--- src/rtl/gsfp_pkg.sv ---
// ----------------------------------------------------------------------------
// gsfp_pkg: shared types and constants of the gas sensor frame parser
// Header byte values, field positions within a frame and the struct that
// carries one decoded result from the frame tracker to the top level.
// ----------------------------------------------------------------------------
package gsfp_pkg;

	localparam logic [7:0] START_BYTE    = 8'hFF;
	localparam logic [7:0] HEADER_SECOND = 8'h04;
	localparam logic [7:0] HEADER_THIRD  = 8'h03;

	// frame positions of the concentration bytes
	localparam int unsigned HIGH_POS = 4;
	localparam int unsigned LOW_POS  = 5;

	typedef struct packed {
		logic        emit;
		logic [15:0] ppm_tenths;
		logic        checksum_ok;
	} gsfp_result_t;

endpackage

--- src/rtl/gsfp_frame.sv ---
// ----------------------------------------------------------------------------
// gsfp_frame: frame position tracker and field decoder
// Holds the byte position, running sum and captured level bytes; decodes the
// byte presented on step and reports a result on the last byte of a frame.
// ----------------------------------------------------------------------------
module gsfp_frame
	import gsfp_pkg::*;
#(
	parameter int unsigned FRAME_LENGTH = 9
) (
	input  logic         clk,
	input  logic         arst_n,
	input  logic         step,
	input  logic [7:0]   rx_byte,
	output gsfp_result_t res
);

	localparam int unsigned PosW = $clog2(FRAME_LENGTH);
	localparam logic [PosW-1:0] LastPos = PosW'(FRAME_LENGTH - 1);
	localparam logic [PosW-1:0] PosOne  = PosW'(1);
	localparam logic [PosW-1:0] PosTwo  = PosW'(2);
	localparam logic [PosW-1:0] PosHigh = PosW'(HIGH_POS);
	localparam logic [PosW-1:0] PosLow  = PosW'(LOW_POS);

	logic [PosW-1:0] pos_q, pos_nxt;
	logic [7:0]      sum_q, sum_nxt;
	logic [7:0]      level_high_q, level_high_nxt;
	logic [7:0]      level_low_q, level_low_nxt;

	always_ff @(posedge clk or negedge arst_n) begin
		if (!arst_n) begin
			pos_q        <= '0;
			sum_q        <= '0;
			level_high_q <= '0;
			level_low_q  <= '0;
		end else if (step) begin
			pos_q        <= pos_nxt;
			sum_q        <= sum_nxt;
			level_high_q <= level_high_nxt;
			level_low_q  <= level_low_nxt;
		end
	end

	always_comb begin
		pos_nxt         = pos_q;
		sum_nxt         = sum_q;
		level_high_nxt  = level_high_q;
		level_low_nxt   = level_low_q;
		res.emit        = 1'b0;
		res.ppm_tenths  = {level_high_q, level_low_q};
		res.checksum_ok = (rx_byte == 8'(8'd0 - sum_q));
		if (pos_q == '0) begin
			// hunt: drop anything but the start byte
			if (rx_byte == START_BYTE) begin
				sum_nxt = '0;
				pos_nxt = PosOne;
			end
		end else if (pos_q == PosOne || pos_q == PosTwo) begin
			if (rx_byte != ((pos_q == PosOne) ? HEADER_SECOND : HEADER_THIRD)) begin
				pos_nxt = '0;
			end else begin
				sum_nxt = sum_q + rx_byte;
				pos_nxt = pos_q + PosOne;
			end
		end else if (pos_q < LastPos) begin
			sum_nxt = sum_q + rx_byte;
			if (pos_q == PosHigh) begin
				level_high_nxt = rx_byte;
			end
			if (pos_q == PosLow) begin
				level_low_nxt = rx_byte;
			end
			pos_nxt = pos_q + PosOne;
		end else begin
			res.emit = step;
			pos_nxt  = '0;
		end
	end

`ifndef ASSERT_OFF
	a_pos_range: assert property (@(posedge clk) disable iff (!arst_n)
		pos_q <= LastPos)
		else $error("frame position past last byte");

	a_emit_rewinds: assert property (@(posedge clk) disable iff (!arst_n)
		res.emit |=> pos_q == '0)
		else $error("position not rewound after frame end");

	a_start_clears: assert property (@(posedge clk) disable iff (!arst_n)
		(step && pos_q == '0 && rx_byte == START_BYTE) |=> (pos_q == PosOne && sum_q == '0))
		else $error("start byte did not open a frame");

	a_header_miss: assert property (@(posedge clk) disable iff (!arst_n)
		(step && pos_q == PosOne && rx_byte != HEADER_SECOND) |=> pos_q == '0)
		else $error("header mismatch did not return to hunting");
`endif

endmodule

--- src/rtl/gas_sensor_uart_frame_parser_core.sv ---
// ----------------------------------------------------------------------------
// gas_sensor_uart_frame_parser_core: nine-byte sensor frame parser
// Input byte register, frame tracker and result register with valid/ready
// handshakes on both sides.
// ----------------------------------------------------------------------------
// Usage:
//   Input channel: present one received serial byte on rx_byte with in_valid;
//   a transfer happens when in_valid and in_ready are both high.
//   Output channel: out_valid marks a decoded frame on ppm_tenths (byte 4
//   high, byte 5 low) and checksum_ok; a transfer happens with out_ready.
//   Only the last byte of a frame (after the 0xFF 0x04 0x03 header) yields a
//   result; every other byte updates internal state and produces nothing.
//   Path: a frame's last byte is decoded from the input register and its
//   result loaded into the result register, which drives the outputs; the
//   output transfer can come no earlier than that load.
//   Throughput: one byte per cycle while the result register is free or
//   draining, set by the single decode step between the two registers.
//   Stall: while a result waits, the next byte still enters the input
//   register; the byte held there is decoded once the result register is free
//   or is being emptied in the same cycle.
//   Reset: arst_n clears the frame position, running sum, level bytes and
//   both valid flags; the parser starts out hunting for the start byte.
// ----------------------------------------------------------------------------
module gas_sensor_uart_frame_parser_core
	import gsfp_pkg::*;
#(
	parameter int unsigned FRAME_LENGTH = 9
) (
	input  logic        clk,
	input  logic        arst_n,
	input  logic        in_valid,
	output logic        in_ready,
	input  logic [7:0]  rx_byte,
	output logic        out_valid,
	input  logic        out_ready,
	output logic [15:0] ppm_tenths,
	output logic        checksum_ok
);

	logic         valid_s1;
	logic [7:0]   rx_byte_s1;
	logic         advance;
	gsfp_result_t res;

	logic         out_valid_q;
	logic [15:0]  ppm_tenths_q;
	logic         checksum_ok_q;

	// decode the held byte when the result register is free or draining
	assign advance  = valid_s1 && (!out_valid_q || out_ready);
	assign in_ready = !valid_s1 || advance;

	// input register: take a new byte, or drop the held one once decoded
	always_ff @(posedge clk or negedge arst_n) begin
		if (!arst_n) begin
			valid_s1 <= 1'b0;
		end else if (in_valid && in_ready) begin
			valid_s1 <= 1'b1;
		end else if (advance) begin
			valid_s1 <= 1'b0;
		end
	end

	always_ff @(posedge clk) begin
		if (in_valid && in_ready) begin
			rx_byte_s1 <= rx_byte;
		end
	end

	gsfp_frame #(
		.FRAME_LENGTH(FRAME_LENGTH)
	) u_frame (
		.clk    (clk),
		.arst_n (arst_n),
		.step   (advance),
		.rx_byte(rx_byte_s1),
		.res    (res)
	);

	// result register: load on a frame end, clear on transfer
	always_ff @(posedge clk or negedge arst_n) begin
		if (!arst_n) begin
			out_valid_q <= 1'b0;
		end else if (advance) begin
			out_valid_q <= res.emit;
		end else if (out_ready) begin
			out_valid_q <= 1'b0;
		end
	end

	always_ff @(posedge clk) begin
		if (advance && res.emit) begin
			ppm_tenths_q  <= res.ppm_tenths;
			checksum_ok_q <= res.checksum_ok;
		end
	end

	assign out_valid   = out_valid_q;
	assign ppm_tenths  = ppm_tenths_q;
	assign checksum_ok = checksum_ok_q;

endmodule
--- config.mk ---
export PLATFORM = sky130hd
export DESIGN_NAME = gas_sensor_uart_frame_parser_core
export DESIGN_NICKNAME = d
export VERILOG_FILES = /design/src/rtl/gsfp_pkg.sv /design/src/rtl/gsfp_frame.sv /design/src/rtl/gas_sensor_uart_frame_parser_core.sv
export SDC_FILE = /design/constraint.sdc
export NUM_CORES = 1
export LEC_CHECK = 0
export CORE_ASPECT_RATIO = 0.5
export CORE_UTILIZATION = 45
export DETAILED_ROUTE_END_ITERATION = 8
export DONT_BUFFER_PORTS = 1
export GPL_TIMING_DRIVEN = 0
export SLEW_MARGIN = 20
export SYNTH_ARGS = -nofsm -noshare
export SYNTH_HDL_FRONTEND = slang
export SYNTH_SLANG_ARGS = --single-unit
--- constraint.sdc ---
create_clock -name clk -period 2.6 [get_ports clk]
set_input_delay 0.13 -clock clk [delete_from_list [all_inputs] [get_ports clk]]
set_output_delay 0.13 -clock clk [all_outputs]
set_load 0.02 [all_outputs]
# Word-level counts from Yosys, hierarchy flattened
# Index checks and enable logic that the tools add are counted.
dict set report totals {
  input_bits 12
  output_inout_bits 19
  reg_bits 55
  latchBits 0
  memories 0
  romBits 0
  mem_bits_rw 0
}
dict set report classes {
  mux 18
  eq_ne 9
  addsub 3
  mul 0
  n_reduce_logical 16
  n_div 0
  shifts 0
  magnitude_cmp 1
  bitwise 2
}
# operator n
set op_table {}
lappend op_table {{8-bit 2-to-1 mux} 5}
lappend op_table {{4-bit 2-to-1 mux} 5}
lappend op_table {{5-bit AND reduction} 2}
lappend op_table {{8-bit adder} 1}
lappend op_table {{4-bit by 3-bit == test with 1-bit output, second input constant} 2}
lappend op_table {{8-bit == test} 1}
lappend op_table {{8-bit == test, second input constant} 1}
lappend op_table {{8-bit inequality test} 1}
lappend op_table {{1-bit by 8-bit subtractor with 8-bit output, first input constant} 1}
lappend op_table {{1-bit 2-to-1 mux} 7}
lappend op_table {{4-bit by 1-bit adder with 4-bit output, second input constant} 1}
lappend op_table {{4-bit by 1-bit == test with 1-bit output, second input constant} 1}
lappend op_table {{4-bit by 2-bit == test with 1-bit output, second input constant} 1}
lappend op_table {{4-bit logical NOT} 1}
lappend op_table {{4-bit less-than comparator, second input constant} 1}
lappend op_table {{4-bit AND reduction} 1}
lappend op_table {{2-bit nonzero test} 2}
lappend op_table {{1-bit logical AND} 3}
lappend op_table {{1-bit logical OR} 3}
lappend op_table {{3-bit 2-to-1 mux} 1}
lappend op_table {{3-bit by 2-bit inequality test with 1-bit output, second input constant} 1}
lappend op_table {{3-bit nonzero test} 1}
lappend op_table {{1-bit logical NOT} 2}
lappend op_table {{2-bit inequality test, second input constant} 1}
lappend op_table {{other kinds (2)} 3}

# Longest topological paths before layout
dict set report depth {
  ltp_word 7
  ltp_mapped 9
}

# Hierarchy
# From an unflattened synthesis, not the netlist that was laid out.
dict set report hier_totals {
  cells_unflattened 218
  hier_area_um2 2715.1
}
# mod area_each_um2 cells_per_inst n_inst
set by_module_without_submodules {}
lappend by_module_without_submodules {gsfp_frame 1853.0 183 1}
lappend by_module_without_submodules {gas_sensor_uart_frame_parser_core 862.1 35 1}

# Least setup slack after synthesis
# OpenSTA, ideal clock, no wires.
dict set report synth_timing {
  path_kind {register -> register}
  start {register u_frame.pos_q[0]}
  end {register u_frame.sum_q[6]}
  stages_incl_launch_ff 10
  synth_period_minus_slack_ps 2057
  t_arrival_ps 1988
  slack_ps 543
  setup_ps 69
  cell_sequence {dfrtp_1 > inv_1 > ha_1 > clkbuf_1 > nor3b_2 > o21ai_0 > nand2_1 > or3_1 > a211o_1 > nand3_1}
}
dict set report synth_via {
  elab_chain_cells 5
  word_cells_on_any_way 13
  classes_between {1 x order compare; 5 x eq/ne; 3 x mux; 4 x reduce/logical}
}
# element line
set synth_lines {}
lappend synth_lines {{start: declaration} gsfp_frame.sv:25} ;# logic [PosW-1:0] pos_q, pos_nxt;
lappend synth_lines {{start signal: assignment} gsfp_frame.sv:37} ;# pos_q <= pos_nxt;
lappend synth_lines {{4-bit by 1-bit == test with 1-bit output} {gsfp_frame.sv:58, gsfp_frame.sv:59}}
lappend synth_lines {{3-bit 2-to-1 mux} gsfp_frame.sv:59} ;# if (rx_byte != ((pos_q == PosOne) ? HEADER_SECOND : HEADER_THIRD)) begin
lappend synth_lines {{8-bit inequality test} gsfp_frame.sv:59}
lappend synth_lines {{3-bit by 2-bit inequality test with 1-bit output (no line)} -}
lappend synth_lines {{4-bit AND reduction (no line)} -}
lappend synth_lines {{end signal: assignment} gsfp_frame.sv:38} ;# sum_q <= sum_nxt;
lappend synth_lines {{end: declaration} gsfp_frame.sv:26} ;# logic [7:0] sum_q, sum_nxt;
# Parallel ways exist; a longest one is shown, timed or not.
# A chain may end at the register's enable or synchronous reset.

# Final worst setup path
dict set report layout_timing {
  start {register rx_byte_s1[3]}
  end {register u_frame.sum_q[7]}
}
dict set report layout_via {
  elab_chain_cells 4
  word_cells_on_any_way 10
  classes_between {1 x add/sub; 4 x eq/ne; 4 x mux; 1 x reduce/logical}
}
# element line
set layout_lines {}
lappend layout_lines {{start: declaration} gas_sensor_uart_frame_parser_core.sv:41} ;# logic [7:0] rx_byte_s1;
lappend layout_lines {{start signal: assignment} gas_sensor_uart_frame_parser_core.sv:66} ;# rx_byte_s1 <= rx_byte;
lappend layout_lines {{8-bit adder} {gsfp_frame.sv:62, gsfp_frame.sv:66}}
lappend layout_lines {{8-bit 2-to-1 mux (on tied branches)} {gsfp_frame.sv:65, gsfp_frame.sv:59}}
lappend layout_lines {{8-bit 2-to-1 mux} gsfp_frame.sv:58} ;# end else if (pos_q == PosOne || pos_q == PosTwo) begin
lappend layout_lines {{8-bit 2-to-1 mux} gsfp_frame.sv:52} ;# if (pos_q == '0) begin
# Parallel ways exist; a longest one is shown, timed or not. The select of a mux whose other input is x is not followed.

==> qor.csv <==
stage,metric,value,unit
drt,count_of_tritonroute_iterations_in_the_first_routing_pass,6,
hold_path,holdCritPathClass,in2reg,
power,pwr_density_cell,1110,mW/mm^2
die,io_pins,31,
final_layout,insertedDiodeCount,0,
cts,clock-sinks,55,
synthesis,syn_avg_cell_area,12.2,sq um
place,place_congestion,0.848,
critical_path,cp-end-kind,register,
cts,tritoncts.num_buffers,5,
cts,worst_skew_pair.late_latency,0.29,ns
place,placedCellCount,294,
run_status,violations,DRC,
power,leakagePower,1.21,nW
sta,final_min_period_over_clock_period,0.925,
final_layout,area_growth_syn_to_layout,14.3,%
cts,tritoncts,built,
sta,grt_setup_unrepaired,no,
cts,clk_pin_slew_worst_paths,0.07,ns
sta,worstMarginPinSlew,0.896,ns
sta,worst_slew_margin_rel,0.402,
final_layout,layout.cells.most_common_list,"30 x sky130_fd_sc_hd__dfrtp_1, 25 x sky130_fd_sc_hd__edfxtp_1, 19 x sky130_fd_sc_hd__mux2_2",
synthesis,synth-xor-area-share,0.0456,
die,start_util,0.479,
synthesis,post_synthesis_cells,221,
synthesis,dominant_combinational_cell_family_by_area_after_synthesis,simple AND/OR/NAND/NOR gates,
grt,grt.overflow.total,0,
run_status,outcome,finished with violations,
place,dp_hpwl,3700,um
synthesis,syn-cell-area,0.00269,sq mm
synthesis,share_of_synthesized_cell_area_in_and_or_nand_and_nor_gates,0.126,
power,irDropWorstVdd,0.340,mV
drt,vias,1732,
cts,htree_levels,2,
sta,maxClockFrequency,416,MHz
grt,grt_antenna_before_repair,0,
drt,totalWireLength,5320,um
power,totalPowerFinal,3.41,mW
drt,average_wire_per_cell_in_the_routed_design,16.9,um
final_layout,layout-drive-gt1-share,0.145,
place,port_buffers,0,
grt,number_of_global_route_vias_before_repair,1672,
synthesis,synth_edf_count,25,
drt,drt-initial-drc-count,111,
synthesis,ys_warn_count,0,
synthesis,synth_adder_area_share,0.0679,
job,timing.max_cap.violations,0,
sta,setup_viol_count_final,0,
synthesis,synth.lib_cells_used.distinct,46,
die,dieArea,0.00631,sq mm
sta,worst_hold_slack,0.0778,ns
final_layout,finalNetCount,267,
synthesis,compound_gate_portion_of_the_synthesized_area,0.0888,
critical_path,crit_required,2.78,ns
critical_path,crit_type,reg2reg,
die,coreArea,0.00561,sq mm
grt,grt_start_max_net_pins,31,
die,die_h,56.7,um
synthesis,synth_top_flop_cell,sky130_fd_sc_hd__dfrtp_1,
critical_path,cp-start-kind,register,
cts,clock-root-buffer,sky130_fd_sc_hd__clkbuf_16,
final_layout,final_core_utilization,0.548,
die,die_w,111,um
drt,antenna_violating_nets_post_route,0,
critical_path,cp.arrival,2.59,ns
cts,maximum_clock_path_buffer_count,2,
final_layout,layout.cells.most_common,sky130_fd_sc_hd__dfrtp_1,
synthesis,synth_sequential_area_ratio,0.558,
synthesis,ys_seq_elements,55,
sta,final_period_minus_worst_setup_slack,2.41,ns
grt,global_route_wire_length_before_repair,8770,um
synthesis,synth_fp_nets,247,
sta,finClkSkew,0.00415,ns
drt,detail_route.drc_violations,10,
final_layout,finalNonFillerCells,315,
die,placementRows,19,
grt,groute.usage.overall,0.192,
sta,hold_viol,0,
sta,finalMaxSlewViolations,0,
synthesis,synth.area.mux_share,0.0870,
drt,post_drt_via_cell_ratio,5.50,
synthesis,ys_async_sr_fraction,0.545,
critical_path,crit_fanout,8,
## kinds of logic (layout without fill, tap and decap cells)
family | count (synthesis) | in the layout
flip-flops | 55 | 55
XOR/XNOR | 14 | 14
AND/OR/NAND/NOR | 64 | 64
buffers and inverters | 19 | 40
AO/OA/AOI/OAI | 34 | 34
multiplexers | 21 | 21
adder cells (fa/ha/maj) | 14 | 14
## registers in the layout (all words and copies together), names as in the netlist
name                  count
u_frame.level_low_q       8
u_frame.sum_q             8
valid_s1                  1
out_valid                 1
rx_byte_s1                8
u_frame.level_high_q      8
u_frame.pos_q             4
checksum_ok               1
ppm_tenths               16
## path summary, 6_finish.rpt
check	slack, ns	from	end	depth (start not counted)
min reg2reg	0.44	u_frame.level_low_q[1]	ppm_tenths[1]	0
max in group asynchronous	2.12	arst_n	u_frame.level_high_q[5]	2
max reg2reg	0.19	rx_byte_s1[3]	u_frame.sum_q[7]	7
min in group asynchronous	0.30	arst_n	u_frame.sum_q[5]	2
max	0.19	rx_byte_s1[3]	u_frame.sum_q[7]	7
min	0.08	out_ready	out_valid	2
## power by group
part | internal (mW) | switching (mW)
Sequential | 1.19 | 0.219
Clock | 0.361 | 0.299
Combinational | 0.640 | 0.698
Total | 2.19 | 1.22
## routing by layer
layer,track usage,vias to the layer above,wire [um]
met5,0,-,0
met4,0.0618,0,34
met3,0.0637,2,325
met2,0.279,45,2290
met1,0.270,843,2670
li1,-,842,-
## cell type report
class | count | area [sq um]
inverter | 15 | 56.3
buffer | 4 | 15.0
multi-input combinational | 147 | 1130
fill | 472 | 2540
clock buffer | 6 | 129
timing repair buffer | 13 | 135
sequential | 55 | 1500
tap | 73 | 91.3
clock inverter | 2 | 17.5
## worst max-delay path, cell delays in order (launching register included)
cell and delay, ns:
sky130_fd_sc_hd__edfxtp_1 0.54, sky130_fd_sc_hd__ha_1 0.43, sky130_fd_sc_hd__nand3_1 0.12, sky130_fd_sc_hd__o2111ai_1 0.23
sky130_fd_sc_hd__o211ai_1 0.16, sky130_fd_sc_hd__xnor2_1 0.33, sky130_fd_sc_hd__a21boi_0 0.14, sky130_fd_sc_hd__o311a_1 0.34
## synthesized netlist by cell type (2+ instances only)
cell	count	share of area
sky130_fd_sc_hd__dfrtp_1	30	0.28
sky130_fd_sc_hd__edfxtp_1	25	0.28
sky130_fd_sc_hd__mux2_2	19	0.080
sky130_fd_sc_hd__inv_1	15	0.021
sky130_fd_sc_hd__ha_1	13	0.060
sky130_fd_sc_hd__nand2_1	12	0.017
sky130_fd_sc_hd__nor2_1	11	0.015
sky130_fd_sc_hd__o21ai_0	10	0.019
sky130_fd_sc_hd__nand3_1	8	0.015
sky130_fd_sc_hd__xnor2_1	8	0.026
sky130_fd_sc_hd__nor3_1	7	0.013
sky130_fd_sc_hd__xor2_1	6	0.020
sky130_fd_sc_hd__a21oi_1	4	0.0074
sky130_fd_sc_hd__clkbuf_1	4	0.0056
sky130_fd_sc_hd__nor2b_1	4	0.0093
sky130_fd_sc_hd__nor4_1	4	0.0093
sky130_fd_sc_hd__nand2b_1	3	0.0070
sky130_fd_sc_hd__or3_1	3	0.0070
sky130_fd_sc_hd__a21boi_0	2	0.0056
sky130_fd_sc_hd__and3_1	2	0.0047
sky130_fd_sc_hd__mux2i_1	2	0.0074
sky130_fd_sc_hd__nand4_1	2	0.0047
sky130_fd_sc_hd__nor3b_1	2	0.0056
sky130_fd_sc_hd__o2111ai_1	2	0.0065
sky130_fd_sc_hd__o211ai_1	2	0.0056
## timing repair
item / in CTS / in global routing
setup buffers: 0 / 2
gates resized for setup: 1 / 1
pin swaps: 0 / 0
endpoints found under the setup margin: 8 / 8
endpoints found under the hold margin: 39 / 0
hold buffers: 11 / 0
## metrics by stage
step | setup slack [ns] | cell area, sq um | TNS [ns]
after floorplan | 0.543 | 2690 | 0
after global placement | -0.102 | 2780 | -0.456
after detailed placement | -0.129 | 2780 | -0.624
after CTS | 0.00426 | 3060 | 0
after global routing | 0.0302 | 3070 | 0
final | 0.194 | 3070 | 0
Note: power is estimated with default switching activity, not from simulation.
